$ cat src/design/u2cp_pkg.sv
package u2cp_pkg;

  // Widths of the byte stream and of a decoded code point.
  localparam int unsigned ByteW = 8;
  localparam int unsigned CpW   = 21;
  localparam int unsigned PendW = 2;

  // Lead byte classification masks and patterns.
  localparam logic [ByteW-1:0] Lead2Mask = 8'hE0;
  localparam logic [ByteW-1:0] Lead2Pat  = 8'hC0;
  localparam logic [ByteW-1:0] Lead3Mask = 8'hF0;
  localparam logic [ByteW-1:0] Lead3Pat  = 8'hE0;
  localparam logic [ByteW-1:0] Lead4Mask = 8'hF8;
  localparam logic [ByteW-1:0] Lead4Pat  = 8'hF0;

  // Continuation bytes still expected after each lead byte kind.
  localparam logic [PendW-1:0] PendNone = 2'd0;
  localparam logic [PendW-1:0] PendTwo  = 2'd1;
  localparam logic [PendW-1:0] PendThree = 2'd2;
  localparam logic [PendW-1:0] PendFour = 2'd3;

  // Decoder state carried from one byte to the next.
  typedef struct packed {
    logic [PendW-1:0] pending;
    logic [CpW-1:0]   partial;
  } dec_state_t;

  // One result transaction.
  typedef struct packed {
    logic [CpW-1:0] code_point;
    logic           has_char;
    logic           end_of_text;
  } dec_result_t;

endpackage

$ cat src/design/utf8_to_codepoint_decoder.sv
// Channel  Direction  Handshake               Payload
// in       input      in_valid_i/in_ready_o   in_byte_i, last_byte_i
// out      output     out_valid_o/out_ready_i code_point_o, has_char_o, end_of_text_o
//
// One byte per cycle sustained while the result drains: the decode step sits between
// the input register and the result register, so a new byte can enter every cycle
// unless the result stalls. out_valid_o rises once a decoded byte is loaded into the result
// register; bytes that complete no code point and are not final produce no transaction.
// Reset clears the valid flags and the decoder state (no sequence open).
// A stalled result holds the input register; one byte can still enter, then in_ready_o drops.
module utf8_to_codepoint_decoder
  import u2cp_pkg::*;
(
  input  logic             clk_i,
  input  logic             rst_ni,
  input  logic             in_valid_i,
  output logic             in_ready_o,
  input  logic [ByteW-1:0] in_byte_i,
  input  logic             last_byte_i,
  output logic             out_valid_o,
  input  logic             out_ready_i,
  output logic [CpW-1:0]   code_point_o,
  output logic             has_char_o,
  output logic             end_of_text_o
);

  logic             byte_vld_q;
  logic [ByteW-1:0] byte_q;
  logic             last_q;
  dec_state_t       state_q, state_d;
  dec_result_t      res_q, res_d;
  logic             res_vld_q;
  logic             emit;
  logic             step_go;

  // The decode step advances when a byte is held and the result register is free or draining.
  assign step_go    = byte_vld_q & (~res_vld_q | out_ready_i);
  assign in_ready_o = ~byte_vld_q | step_go;

  // Input register.
  always_ff @(posedge clk_i or negedge rst_ni) begin
    if (!rst_ni) begin
      byte_vld_q <= 1'b0;
    end else if (in_ready_o) begin
      byte_vld_q <= in_valid_i;
    end
  end

  always_ff @(posedge clk_i) begin
    if (in_ready_o && in_valid_i) begin
      byte_q <= in_byte_i;
      last_q <= last_byte_i;
    end
  end

  // Combinational decode of the registered byte.
  u2cp_step u_step (
    .state_i     (state_q),
    .in_byte_i   (byte_q),
    .last_byte_i (last_q),
    .state_o     (state_d),
    .result_o    (res_d),
    .emit_o      (emit)
  );

  // Decoder state and result register.
  always_ff @(posedge clk_i or negedge rst_ni) begin
    if (!rst_ni) begin
      state_q   <= '0;
      res_vld_q <= 1'b0;
    end else begin
      if (step_go) begin
        state_q <= state_d;
      end
      if (step_go) begin
        res_vld_q <= emit;
      end else if (out_ready_i) begin
        res_vld_q <= 1'b0;
      end
    end
  end

  always_ff @(posedge clk_i) begin
    if (step_go && emit) begin
      res_q <= res_d;
    end
  end

  assign out_valid_o   = res_vld_q;
  assign code_point_o  = res_q.code_point;
  assign has_char_o    = res_q.has_char;
  assign end_of_text_o = res_q.end_of_text;

endmodule

$ cat src/design/u2cp_step.sv
module u2cp_step
  import u2cp_pkg::*;
(
  input  dec_state_t        state_i,
  input  logic [ByteW-1:0]  in_byte_i,
  input  logic              last_byte_i,
  output dec_state_t        state_o,
  output dec_result_t       result_o,
  output logic              emit_o
);

  logic [CpW-1:0]   shifted;
  logic [PendW-1:0] pend_dec;
  logic             have;
  logic [CpW-1:0]   cp;
  dec_state_t       nxt;

  // Partial value with the low six bits of a continuation byte appended.
  assign shifted  = {state_i.partial[CpW-7:0], in_byte_i[5:0]};
  assign pend_dec = state_i.pending - PendTwo;

  // Classify the byte against the open sequence, if any.
  always_comb begin
    have = 1'b0;
    cp   = '0;
    nxt  = state_i;
    priority if (state_i.pending != PendNone) begin
      nxt.pending = pend_dec;
      if (pend_dec == PendNone) begin
        have        = 1'b1;
        cp          = shifted;
        nxt.partial = '0;
      end else begin
        nxt.partial = shifted;
      end
    end else if (!in_byte_i[ByteW-1]) begin
      have = 1'b1;
      cp   = CpW'(in_byte_i);
    end else if ((in_byte_i & Lead2Mask) == Lead2Pat) begin
      nxt.partial = CpW'(in_byte_i[4:0]);
      nxt.pending = PendTwo;
    end else if ((in_byte_i & Lead3Mask) == Lead3Pat) begin
      nxt.partial = CpW'(in_byte_i[3:0]);
      nxt.pending = PendThree;
    end else if ((in_byte_i & Lead4Mask) == Lead4Pat) begin
      nxt.partial = CpW'(in_byte_i[2:0]);
      nxt.pending = PendFour;
    end else begin
      // Stray continuation or invalid lead byte: skipped.
      nxt = state_i;
    end

    // The final byte of a text drops any open sequence.
    if (last_byte_i) begin
      nxt.pending = PendNone;
      nxt.partial = '0;
    end
  end

  assign state_o              = nxt;
  assign result_o.code_point  = cp;
  assign result_o.has_char    = have;
  assign result_o.end_of_text = last_byte_i;
  assign emit_o               = have | last_byte_i;

endmodule
$ cat config.mk
export PLATFORM = sky130hd
export DESIGN_NAME = utf8_to_codepoint_decoder
export DESIGN_NICKNAME = d
export VERILOG_FILES = /design/src/design/u2cp_pkg.sv /design/src/design/utf8_to_codepoint_decoder.sv /design/src/design/u2cp_step.sv
export SDC_FILE = /design/constraint.sdc
export NUM_CORES = 1
export LEC_CHECK = 0
export BUFFER_PORTS_ARGS = -buffer_cell sky130_fd_sc_hd__buf_2
export CORE_MARGIN = 5
export CORE_UTILIZATION = 52
export DETAILED_ROUTE_END_ITERATION = 10
export PLACE_DENSITY_LB_ADDON = 0.12
export SETUP_SLACK_MARGIN = 0.3
export SLEW_MARGIN = 30
export SYNTH_ARGS = -nofsm -noshare
export SYNTH_HDL_FRONTEND = slang
export SYNTH_HIERARCHICAL = 1
export SYNTH_SLANG_ARGS = --single-unit
$ cat constraint.sdc
create_clock -name clk_i -period 2.5 [get_ports clk_i]
set_input_delay 0.25 -clock clk_i [delete_from_list [all_inputs] [get_ports clk_i]]
set_output_delay 0.25 -clock clk_i [all_outputs]
set_load 0.01 [all_outputs]
==> results of run 1 <==
## cell usage in the layout, fill, tap and decap left out, types with 2 or more instances in the layout
master,count
buf_4,5
o211ai_1,3
and2_1,21
inv_1,3
a21oi_1,8
clkbuf_8,5
o21ai_0,4
edfxtp_1,32
or4b_1,3
nand2b_1,3
nand2_1,20
buf_2,37
mux2_4,16
or3b_2,7
o22ai_1,8
clkbuf_1,2
nor3b_1,4
dfrtp_1,19
nor2_2,2
a31oi_1,4
nor2_1,3
## flip-flops by register name, summed over array words and instances (netlist names)
signal,count
byte_q,8
end_of_text_o,1
out_valid_o,1
state_q,17
code_point_o,21
last_q,1
byte_vld_q,1
has_char_o,1
## critical path, stage by stage (launching register included)
cell and delay [ns]:
dfrtp_1 0.60, inv_1 0.20, a21oi_1 0.21, or2_2 0.14, nand2_1 0.07, nor2_2 0.08, buf_4 0.31
## layer usage
| metal | track usage | up-vias |
|---|---|---|
| met1 | 0.203 | 753 |
| met4 | 0.0594 | 0 |
| li1 | - | 751 |
| met3 | 0.0390 | 6 |
| met5 | 0 | - |
| met2 | 0.298 | 48 |
## power groups by stage
| stage | combinational, mW | sequential, mW | clock (mW) |
|---|---|---|---|
| after floorplan | 0.186 | 1.05 | 0 |
| after global placement | 0.272 | 1.04 | 0 |
| after detailed placement | 0.278 | 1.04 | 0 |
| after CTS | 0.280 | 1.02 | 0.567 |
| after global routing | 0.304 | 1.03 | 0.611 |
| final | 0.277 | 1.02 | 0.556 |
## worst max path at each step
stage                     depth (start not counted)                to  slack [ns]   startpoint
after floorplan                                   5   code_point_o[0]        0.42  state_q[22]
after global placement                            6   code_point_o[4]        0.62  state_q[21]
after detailed placement                          6   code_point_o[7]        0.57  state_q[21]
after CTS                                         6   code_point_o[0]        0.55  state_q[21]
after global routing                              6  code_point_o[15]        0.34  state_q[21]
final                                             6  code_point_o[11]        0.56  state_q[21]
## per-stage QoR
stage	hold slack (ns)	area [um2]
6_report	0.118	2750
3_5_place_dp	0.227	2630
5_1_grt	0.0916	2750
3_3_place_gp	0.220	2630
2_1_floorplan	-0.0456	2440
4_1_cts	0.112	2750
## final cells by class
class                      count  area share
multi-input combinational    121       0.325
clock inverter                 1      0.0109
timing repair buffer          43      0.0847
tap                           54      0.0246
inverter                       3     0.00410
sequential                    51       0.523
clock buffer                   7      0.0278
==> metrics.txt, run 1 <==
# TYPE chip_impl_metric gauge
chip_impl_metric{name="dpl.cell_count",unit=""} 271
chip_impl_metric{name="num-nets-final",unit=""} 238
chip_impl_metric{name="die_outline_area",unit="um2"} 6160
chip_impl_metric{name="cts_hold_buffers",unit=""} 1
chip_impl_metric{name="insertion_delay",unit="ns"} 0.30
chip_impl_metric{name="grt_usage",unit=""} 0.170
chip_impl_metric{name="avgSynthCellArea",unit="um2"} 12.8
chip_impl_metric{name="cts_buffers",unit=""} 5
chip_impl_metric{name="tightestPinTransition",unit="ns"} 0.677
chip_impl_metric{name="route.detailed.vias_per_inst",unit=""} 5.56
chip_impl_metric{name="power_density",unit="nW/um2"} 675
chip_impl_metric{name="route.detailed.wl_per_inst",unit="um"} 17.0
chip_impl_metric{name="wl_met3",unit="um"} 237
chip_impl_metric{name="grt_antenna_before_repair",unit=""} 0
chip_impl_metric{name="net_sw_power",unit="mW"} 0.463
chip_impl_metric{name="pin_count_of_the_biggest_net_entering_global_routing",unit=""} 27
chip_impl_metric{name="wl_met2",unit="um"} 2410
chip_impl_metric{name="placement.io_buffers",unit=""} 37
chip_impl_metric{name="initial_utilization",unit=""} 0.527
chip_impl_metric{name="clock-skew-final",unit="ns"} 0.00361
chip_impl_metric{name="p_total",unit="mW"} 1.85
chip_impl_metric{name="die_y",unit="um"} 78.5
chip_impl_metric{name="dp_slack",unit="ns"} 0.570
chip_impl_metric{name="post_synth_instance_area",unit="um2"} 2440
chip_impl_info{name="rsz0062_at_grt",value="no"} 1
chip_impl_metric{name="final-seq-area",unit="um2"} 1440
chip_impl_metric{name="final_layout_size_suffix_gt1_frac",unit=""} 0.350
chip_impl_metric{name="htree_num_levels",unit=""} 2
chip_impl_metric{name="drt_iter0_markers",unit=""} 79
chip_impl_metric{name="fin_setup_tns",unit="ns"} 0
chip_impl_metric{name="timing.critical_path.required",unit="ns"} 2.48
chip_impl_info{name="rr_endpoint",value="code_point_o[11]"} 1
chip_impl_metric{name="final-setup-viol-count",unit=""} 0
chip_impl_metric{name="critical_path_peak_fanout",unit=""} 23
chip_impl_metric{name="gpl.final_weighted_congestion",unit=""} 0.842
chip_impl_info{name="run_status",value="complete, no violations"} 1
chip_impl_metric{name="clk_pin_slew",unit="ns"} 0.09
chip_impl_info{name="critical_path.reg2reg.startpoint",value="state_q[21]"} 1
chip_impl_metric{name="synth_cells",unit=""} 191
chip_impl_metric{name="die_width",unit="um"} 78.5
chip_impl_metric{name="worstPathArrival",unit="ns"} 1.92
chip_impl_metric{name="post_cts_resized",unit=""} 0
chip_impl_info{name="top_layer_used",value="met4"} 1
chip_impl_metric{name="r2r_worst_path_depth",unit=""} 6
chip_impl_metric{name="number_of_global_route_vias_before_repair",unit=""} 1649
chip_impl_metric{name="power.switching_fraction",unit=""} 0.250
chip_impl_metric{name="drt_pre_antenna_iters",unit=""} 4
chip_impl_metric{name="detailed_place_hpwl",unit="um"} 3200
chip_impl_info{name="hold_path_end",value="byte_q[5]"} 1
chip_impl_metric{name="final_cell_count_no_fill",unit=""} 280
chip_impl_info{name="hold_start",value="in_byte_i[5]"} 1
chip_impl_metric{name="m1WireLength",unit="um"} 2040
chip_impl_metric{name="p_leak",unit="nW"} 1.14
chip_impl_info{name="timing_worst_setup_path_type",value="reg2reg"} 1
chip_impl_metric{name="cellInternalPower",unit="mW"} 1.39
chip_impl_metric{name="power.share.sequential",unit=""} 0.551
chip_impl_info{name="worstHoldPathType",value="in2reg"} 1
chip_impl_metric{name="io-pin-count",unit=""} 38
chip_impl_metric{name="postCtsSetupBuffers",unit=""} 0
chip_impl_metric{name="timing.final.hold_violations",unit=""} 0
chip_impl_metric{name="max_freq",unit="GHz"} 0.516
chip_impl_metric{name="ant_nets",unit=""} 0
chip_impl_metric{name="comb_power_share",unit=""} 0.149
chip_impl_info{name="cts_root_buf",value="clkbuf_8"} 1
chip_impl_metric{name="synth_warnings",unit=""} 6
chip_impl_info{name="tritoncts_clock_tree",value="done"} 1
chip_impl_metric{name="grt.overflow.total",unit=""} 0
chip_impl_metric{name="regToRegSetupSlack",unit="ns"} 0.56
chip_impl_metric{name="clock_power_share",unit=""} 0.300
chip_impl_metric{name="placement_rows",unit=""} 25
chip_impl_info{name="endpoint_kind",value="flip-flop"} 1
chip_impl_metric{name="via_count",unit=""} 1558
chip_impl_metric{name="max-clock-path-buffers",unit=""} 2
chip_impl_metric{name="timing.max_cap.violations",unit=""} 0
chip_impl_metric{name="vdd_ir_drop_max",unit="uV"} 383
chip_impl_metric{name="final_core_occ",unit=""} 0.593
chip_impl_metric{name="final.fill_count",unit=""} 376
chip_impl_metric{name="area_overhead_of_the_layout_relative_to_synthesis",unit="%"} 12.5
chip_impl_metric{name="final.period_utilization",unit=""} 0.775
chip_impl_metric{name="route.detailed.drc",unit=""} 0
chip_impl_info{name="startpoint_type",value="flip-flop"} 1
chip_impl_metric{name="final_critical_path_time_including_i_o_delays_and_setup",unit="ns"} 1.94
chip_impl_metric{name="final-max-slew-violation-count",unit=""} 0
chip_impl_metric{name="multi_input_comb_area",unit="um2"} 892
chip_impl_metric{name="num_antenna_cells",unit=""} 0
chip_impl_metric{name="setup_ws",unit="ns"} 0.562
chip_impl_metric{name="min_path_cells",unit=""} 1
chip_impl_metric{name="cts_sinks",unit=""} 51
chip_impl_metric{name="grt_pass1_wl",unit="um"} 8030
chip_impl_metric{name="slew_limit_headroom",unit=""} 0.547
chip_impl_metric{name="syn_nets",unit=""} 204
chip_impl_metric{name="wl",unit="um"} 4760
chip_impl_metric{name="design.core.area",unit="um2"} 4630
Note: power is estimated with default switching activity, not from simulation.
==> inputs of run 2 (changes only) <==
Settings changed: CORE_UTILIZATION 52 to 57.
Clock period 2.5 ns to 2 ns, I/O delays scaled along.
==> run 2 against run 1 <==
  * Sequential share of layout area fell by 1.6 points
  * Cell count rose by 1.4%
  * Clock-buffer cell count did not move
  * Power rose by 22%
  * Largest cell class unchanged
  * Highest routed layer unchanged
==> metrics.txt, run 2 (same netlist as run 1, synthesis figures left out) <==
# TYPE chip_impl_metric gauge
chip_impl_metric{name="htree_num_levels",unit=""} 2
chip_impl_info{name="cts_root_buf",value="clkbuf_8"} 1
chip_impl_metric{name="power.switching_fraction",unit=""} 0.259
chip_impl_metric{name="power_density",unit="nW/um2"} 796
chip_impl_metric{name="clock_power_share",unit=""} 0.261
chip_impl_metric{name="tightestPinTransition",unit="ns"} 0.459
chip_impl_metric{name="vdd_ir_drop_max",unit="uV"} 477
chip_impl_metric{name="pin_count_of_the_biggest_net_entering_global_routing",unit=""} 24
chip_impl_info{name="endpoint_kind",value="flip-flop"} 1
chip_impl_metric{name="clock-skew-final",unit="ns"} 0.00905
chip_impl_info{name="layout.cells.most_common",value="buf_2"} 1
chip_impl_metric{name="grt.overflow.total",unit=""} 0
chip_impl_metric{name="cts_buffers",unit=""} 5
chip_impl_metric{name="cp_slowest_stage_delay",unit="ns"} 0.53
chip_impl_metric{name="worstPathArrival",unit="ns"} 1.85
chip_impl_metric{name="fin_setup_tns",unit="ns"} 0
chip_impl_info{name="crit_path_top_delay_cell",value="or4b_1"} 1
chip_impl_metric{name="regToRegSetupSlack",unit="ns"} 0.40
chip_impl_metric{name="die_y",unit="um"} 75.4
chip_impl_metric{name="max-clock-path-buffers",unit=""} 2
chip_impl_info{name="critical_path.reg2reg.startpoint",value="byte_q[3]"} 1
chip_impl_metric{name="final-max-slew-violation-count",unit=""} 0
chip_impl_info{name="cp_top_family",value="simple AND/OR/NAND/NOR gates"} 1
chip_impl_metric{name="num-nets-final",unit=""} 246
chip_impl_info{name="run_status",value="complete, no violations"} 1
chip_impl_metric{name="grt_pass1_wl",unit="um"} 7750
chip_impl_metric{name="p_total",unit="mW"} 2.26
chip_impl_metric{name="route.detailed.drc",unit=""} 0
chip_impl_metric{name="drt_iter0_markers",unit=""} 78
chip_impl_metric{name="final.period_utilization",unit=""} 0.801
chip_impl_metric{name="placement.io_buffers",unit=""} 37
chip_impl_info{name="tritoncts_clock_tree",value="done"} 1
chip_impl_metric{name="route.detailed.wl_per_inst",unit="um"} 16.6
chip_impl_metric{name="grt_usage",unit=""} 0.185
chip_impl_info{name="rsz0062_at_grt",value="no"} 1
chip_impl_info{name="worstHoldPathType",value="in2reg"} 1
chip_impl_metric{name="placement_rows",unit=""} 23
chip_impl_metric{name="timing.final.hold_violations",unit=""} 0
chip_impl_metric{name="number_of_global_route_vias_before_repair",unit=""} 1611
chip_impl_metric{name="design.core.area",unit="um2"} 4090
chip_impl_metric{name="max_freq",unit="GHz"} 0.624
chip_impl_metric{name="detailed_place_hpwl",unit="um"} 3240
chip_impl_metric{name="final-setup-viol-count",unit=""} 0
chip_impl_metric{name="r2r_worst_path_depth",unit=""} 4
chip_impl_info{name="final_cell_mix",value="buf_2 (37), edfxtp_1 (32), and2_1 (21)"} 1
chip_impl_metric{name="final_cell_count_no_fill",unit=""} 284
chip_impl_metric{name="number_of_flip_flops_under_the_largest_register_name",unit=""} 21
chip_impl_info{name="timing_worst_setup_path_type",value="reg2reg"} 1
chip_impl_info{name="crit_chain",value="and3_2 > or4b_1 > a31oi_2 > mux2_4"} 1
chip_impl_info{name="crit_path_start",value="byte_q[3]"} 1
chip_impl_metric{name="power.share.sequential",unit=""} 0.562
chip_impl_metric{name="critical_path_cell_count",unit=""} 4
chip_impl_metric{name="cellInternalPower",unit="mW"} 1.67
chip_impl_info{name="startpoint_type",value="flip-flop"} 1
chip_impl_metric{name="dpl.cell_count",unit=""} 270
chip_impl_metric{name="final_critical_path_time_including_i_o_delays_and_setup",unit="ns"} 1.60
chip_impl_metric{name="io-pin-count",unit=""} 38
chip_impl_metric{name="num_antenna_cells",unit=""} 0
chip_impl_metric{name="p_leak",unit="nW"} 1.19
chip_impl_info{name="rr_endpoint",value="state_q[2]"} 1
chip_impl_metric{name="critical_path_peak_fanout",unit=""} 11
chip_impl_metric{name="detailed_place.area",unit="um2"} 2680
chip_impl_metric{name="timing.critical_path.required",unit="ns"} 2.24
chip_impl_metric{name="final_core_occ",unit=""} 0.694
chip_impl_metric{name="timing.max_cap.violations",unit=""} 0
chip_impl_metric{name="crit_buf_inv",unit=""} 0
chip_impl_metric{name="cts_sinks",unit=""} 51
chip_impl_metric{name="initial_utilization",unit=""} 0.597
chip_impl_metric{name="net_sw_power",unit="mW"} 0.583
chip_impl_metric{name="final_layout_size_suffix_gt1_frac",unit=""} 0.393
chip_impl_metric{name="wl",unit="um"} 4720
chip_impl_metric{name="comb_power_share",unit=""} 0.177
chip_impl_info{name="worst_setup_path_endpoint",value="state_q[2]"} 1
chip_impl_metric{name="grt_antenna_before_repair",unit=""} 0
chip_impl_metric{name="area_overhead_of_the_layout_relative_to_synthesis",unit="%"} 16.1
chip_impl_metric{name="insertion_delay",unit="ns"} 0.30
chip_impl_metric{name="clk_pin_slew",unit="ns"} 0.09
chip_impl_metric{name="route.detailed.vias_per_inst",unit=""} 5.78
chip_impl_metric{name="via_count",unit=""} 1641
chip_impl_metric{name="drt_pre_antenna_iters",unit=""} 4
chip_impl_metric{name="ant_nets",unit=""} 0
chip_impl_metric{name="die_width",unit="um"} 75.4
chip_impl_metric{name="post_layout_inst_area",unit="um2"} 2830
chip_impl_metric{name="slew_limit_headroom",unit=""} 0.694
chip_impl_metric{name="gpl.final_weighted_congestion",unit=""} 0.841
chip_impl_metric{name="die_outline_area",unit="um2"} 5690
-- run 2: final cells by class --
class | instances | area [um2]
clock buffers | 7 | 86.3
clock inverters | 1 | 3.75
fillers | 311 | 1250
inverters | 3 | 11.3
multi-input cells | 121 | 928
flip-flops and latches | 51 | 1440
well taps | 50 | 62.6
repair buffers | 51 | 305
-- run 2: timing repair --
item	4_1_cts	5_1_grt
gates resized for setup	2	2
setup buffers	3	2
cloned	0	0
pin swaps	0	2
setup endpoints to repair	2	25
hold buffers	1	0
hold endpoints to repair	19	0
-- run 2: worst register-to-register path, delay by kind of cell, from the launching register on --
kind | cells | cell delay [ns]
AND/OR/NAND/NOR | 2 | 0.82
flip-flops | 1 | 0.39
AO/OA/AOI/OAI | 1 | 0.18
multiplexers | 1 | 0.16
-- run 2: power by group through the flow --
stage	registers, mW	logic (mW)	clock network, mW
finish	1.27	0.399	0.589
global route	1.28	0.432	0.650
CTS	1.27	0.393	0.605
detailed placement	1.29	0.380	0
global placement	1.29	0.371	0
floorplan	1.31	0.244	0
-- run 2: worst min-delay path by stage --
stage                        to    startpoint  cells after the start  slack, ns
finish                byte_q[7]  in_byte_i[7]                      1       0.06
global route          byte_q[5]  in_byte_i[5]                      1       0.05
CTS                   byte_q[7]  in_byte_i[7]                      1       0.05
detailed placement  state_q[11]        rst_ni                      1       0.18
global placement     state_q[8]        rst_ni                      1       0.17
floorplan            byte_vld_q        rst_ni                      0       -0.1
-- run 2: per-stage QoR --
| step | setup WS (ns) | hold slack, ns |
|---|---|---|
| floorplan | 0.301 | -0.0956 |
| global placement | 0.376 | 0.174 |
| detailed placement | 0.267 | 0.185 |
| CTS | 0.344 | 0.0542 |
| global route | 0.315 | 0.0511 |
| finish | 0.399 | 0.0649 |
-- run 2: routing by layer --
layer  vias up  track usage  part of all wire
met5         -            0                 0
met3        16       0.0396             0.063
met1       789        0.224              0.41
met4         0       0.0854             0.029
met2        70        0.316              0.49
li1        766            -                 -
==> inputs of run 3 (changes only) <==
Clock period 2 ns to 1.6 ns, I/O delays scaled along.
==> run 3 against run 2 <==
  * Sequential cell count unchanged
  * Utilization up 7.6 points
  * Power up 35%
  * Critical endpoint is now state_q[12]
  * Largest power group unchanged
==> metrics.txt, run 3 (same netlist as run 1, synthesis figures left out) <==
# TYPE chip_impl_metric gauge
chip_impl_metric{name="final-max-slew-violation-count",unit=""} 0
chip_impl_info{name="crit_path_top_delay_cell",value="dfrtp_2"} 1
chip_impl_info{name="endpoint_kind",value="flip-flop"} 1
chip_impl_metric{name="initial_utilization",unit=""} 0.597
chip_impl_metric{name="crit_buf_inv",unit=""} 1
chip_impl_metric{name="via_count",unit=""} 1706
chip_impl_metric{name="drt_iter0_markers",unit=""} 135
chip_impl_metric{name="vdd_ir_drop_max",unit="uV"} 696
chip_impl_metric{name="timing.critical_path.required",unit="ns"} 1.86
chip_impl_metric{name="cp_slowest_stage_delay",unit="ns"} 0.52
chip_impl_metric{name="worstPathArrival",unit="ns"} 1.79
chip_impl_metric{name="fin_setup_tns",unit="ns"} 0
chip_impl_metric{name="regToRegSetupSlack",unit="ns"} 0.07
chip_impl_metric{name="timing.final.hold_violations",unit=""} 0
chip_impl_metric{name="grt_pass1_wl",unit="um"} 8070
chip_impl_metric{name="final.period_utilization",unit=""} 0.956
chip_impl_info{name="timing_worst_setup_path_type",value="reg2reg"} 1
chip_impl_metric{name="number_of_flip_flops_under_the_largest_register_name",unit=""} 21
chip_impl_metric{name="power_density",unit="nW/um2"} 967
chip_impl_metric{name="clock-skew-final",unit="ns"} 0.00903
chip_impl_metric{name="ant_nets",unit=""} 0
chip_impl_metric{name="detailed_place_hpwl",unit="um"} 3350
chip_impl_metric{name="drt_pre_antenna_iters",unit=""} 4
chip_impl_info{name="final_cell_mix",value="buf_2 (37), edfxtp_1 (32), buf_4 (20)"} 1
chip_impl_metric{name="route.detailed.wl_per_inst",unit="um"} 17.2
chip_impl_info{name="crit_path_start",value="state_q[22]"} 1
chip_impl_metric{name="insertion_delay",unit="ns"} 0.31
chip_impl_metric{name="placement_rows",unit=""} 23
chip_impl_metric{name="gpl.final_weighted_congestion",unit=""} 0.903
chip_impl_metric{name="slew_limit_headroom",unit=""} 0.694
chip_impl_metric{name="area_overhead_of_the_layout_relative_to_synthesis",unit="%"} 28.9
chip_impl_info{name="critical_path.reg2reg.startpoint",value="state_q[22]"} 1
chip_impl_metric{name="wl",unit="um"} 5180
chip_impl_metric{name="number_of_global_route_vias_before_repair",unit=""} 1759
chip_impl_metric{name="die_outline_area",unit="um2"} 5690
chip_impl_info{name="worstHoldPathType",value="in2reg"} 1
chip_impl_info{name="cts_root_buf",value="clkbuf_8"} 1
chip_impl_info{name="worst_setup_path_endpoint",value="state_q[12]"} 1
chip_impl_info{name="tritoncts_clock_tree",value="done"} 1
chip_impl_metric{name="final_layout_size_suffix_gt1_frac",unit=""} 0.506
chip_impl_metric{name="cts_buffers",unit=""} 5
chip_impl_metric{name="pin_count_of_the_biggest_net_entering_global_routing",unit=""} 24
chip_impl_info{name="run_status",value="complete, no violations"} 1
chip_impl_metric{name="max-clock-path-buffers",unit=""} 2
chip_impl_metric{name="critical_path_peak_fanout",unit=""} 8
chip_impl_info{name="startpoint_type",value="flip-flop"} 1
chip_impl_metric{name="route.detailed.drc",unit=""} 0
chip_impl_info{name="crit_chain",value="buf_6 > or3b_2 > o22ai_1 > mux2_4"} 1
chip_impl_info{name="rr_endpoint",value="state_q[12]"} 1
chip_impl_metric{name="max_freq",unit="GHz"} 0.653
chip_impl_info{name="cp_top_family",value="flip-flops"} 1
chip_impl_metric{name="holdWs",unit="ns"} 0.0257
chip_impl_metric{name="grt.overflow.total",unit=""} 0
chip_impl_metric{name="final_critical_path_time_including_i_o_delays_and_setup",unit="ns"} 1.53
chip_impl_metric{name="grt_antenna_before_repair",unit=""} 0
chip_impl_metric{name="clk_pin_slew",unit="ns"} 0.10
chip_impl_metric{name="num-nets-final",unit=""} 263
chip_impl_metric{name="num_antenna_cells",unit=""} 0
chip_impl_metric{name="cts_sinks",unit=""} 51
chip_impl_metric{name="p_total",unit="mW"} 3.04
chip_impl_metric{name="placement.io_buffers",unit=""} 37
chip_impl_metric{name="timing.max_cap.violations",unit=""} 0
chip_impl_metric{name="grt_usage",unit=""} 0.189
chip_impl_metric{name="r2r_worst_path_depth",unit=""} 4
chip_impl_metric{name="die_width",unit="um"} 75.4
chip_impl_metric{name="critical_path_cell_count",unit=""} 4
chip_impl_metric{name="tightestPinTransition",unit="ns"} 0.459
chip_impl_metric{name="route.detailed.vias_per_inst",unit=""} 5.67
chip_impl_metric{name="p_leak",unit="nW"} 1.33
chip_impl_info{name="layout.cells.most_common",value="buf_2"} 1
chip_impl_info{name="hold_start",value="in_byte_i[0]"} 1
chip_impl_metric{name="io-pin-count",unit=""} 38
chip_impl_metric{name="htree_num_levels",unit=""} 2
chip_impl_metric{name="die_y",unit="um"} 75.4
chip_impl_metric{name="final-setup-viol-count",unit=""} 0
chip_impl_metric{name="design.core.area",unit="um2"} 4090
chip_impl_info{name="rsz0062_at_grt",value="yes"} 1
## run 3: stage by stage
stage / setup WS (ns) / cells / util / instance area (um2)
after floorplan: -0.0897 / 191 / - / 2510
after global placement: 0.101 / 280 / 0.679 / 2780
after detailed placement: 0.0565 / 280 / 0.679 / 2780
after CTS: 0.0908 / 298 / 0.738 / 3020
after global routing: 0.0109 / 301 / 0.770 / 3150
final: 0.0696 / 301 / 0.770 / 3150
## run 3: report_power, final
part	internal, mW	switching, mW	total (mW)
sequential	1.52	0.0699	1.59
combinational	0.297	0.321	0.618
clock	0.403	0.431	0.834
## run 3: final cells by class
type                            count  area (um2)
Clock buffer                        6        93.8
Clock inverter                      2        13.8
Fill cell                         247         941
Inverter                            3        11.3
Multi-Input combinational cell    121        1060
Sequential cell                    51        1440
Tap cell                           50        62.6
Timing Repair Buffer               68         470
## run 3: worst min-delay path by stage
| stage | to | cells past startpoint |
|---|---|---|
| global placement | state_q[14] | 1 |
| CTS | byte_q[6] | 1 |
| floorplan | byte_vld_q | 0 |
| detailed placement | state_q[14] | 1 |
| finish | byte_q[0] | 1 |
| global route | byte_q[5] | 1 |
## run 3: timing repair
action	CTS	global route
hold endpoints to repair	19	0
buffers inserted	9	3
cloned	0	0
endpoints found under the setup margin	53	41
pin swaps	10	8
hold buffers	1	0
resized for setup	16	21
## run 3: routing by layer
metal  GRT usage  routed length (um)  vias to the layer above  share of wire
met5           0                   0                        -              0
met4      0.0641                  95                        0          0.018
met3      0.0435                 306                       10          0.059
met2       0.337                2690                       58           0.52
met1       0.222                2100                      839           0.40
li1            -                   -                      799              -
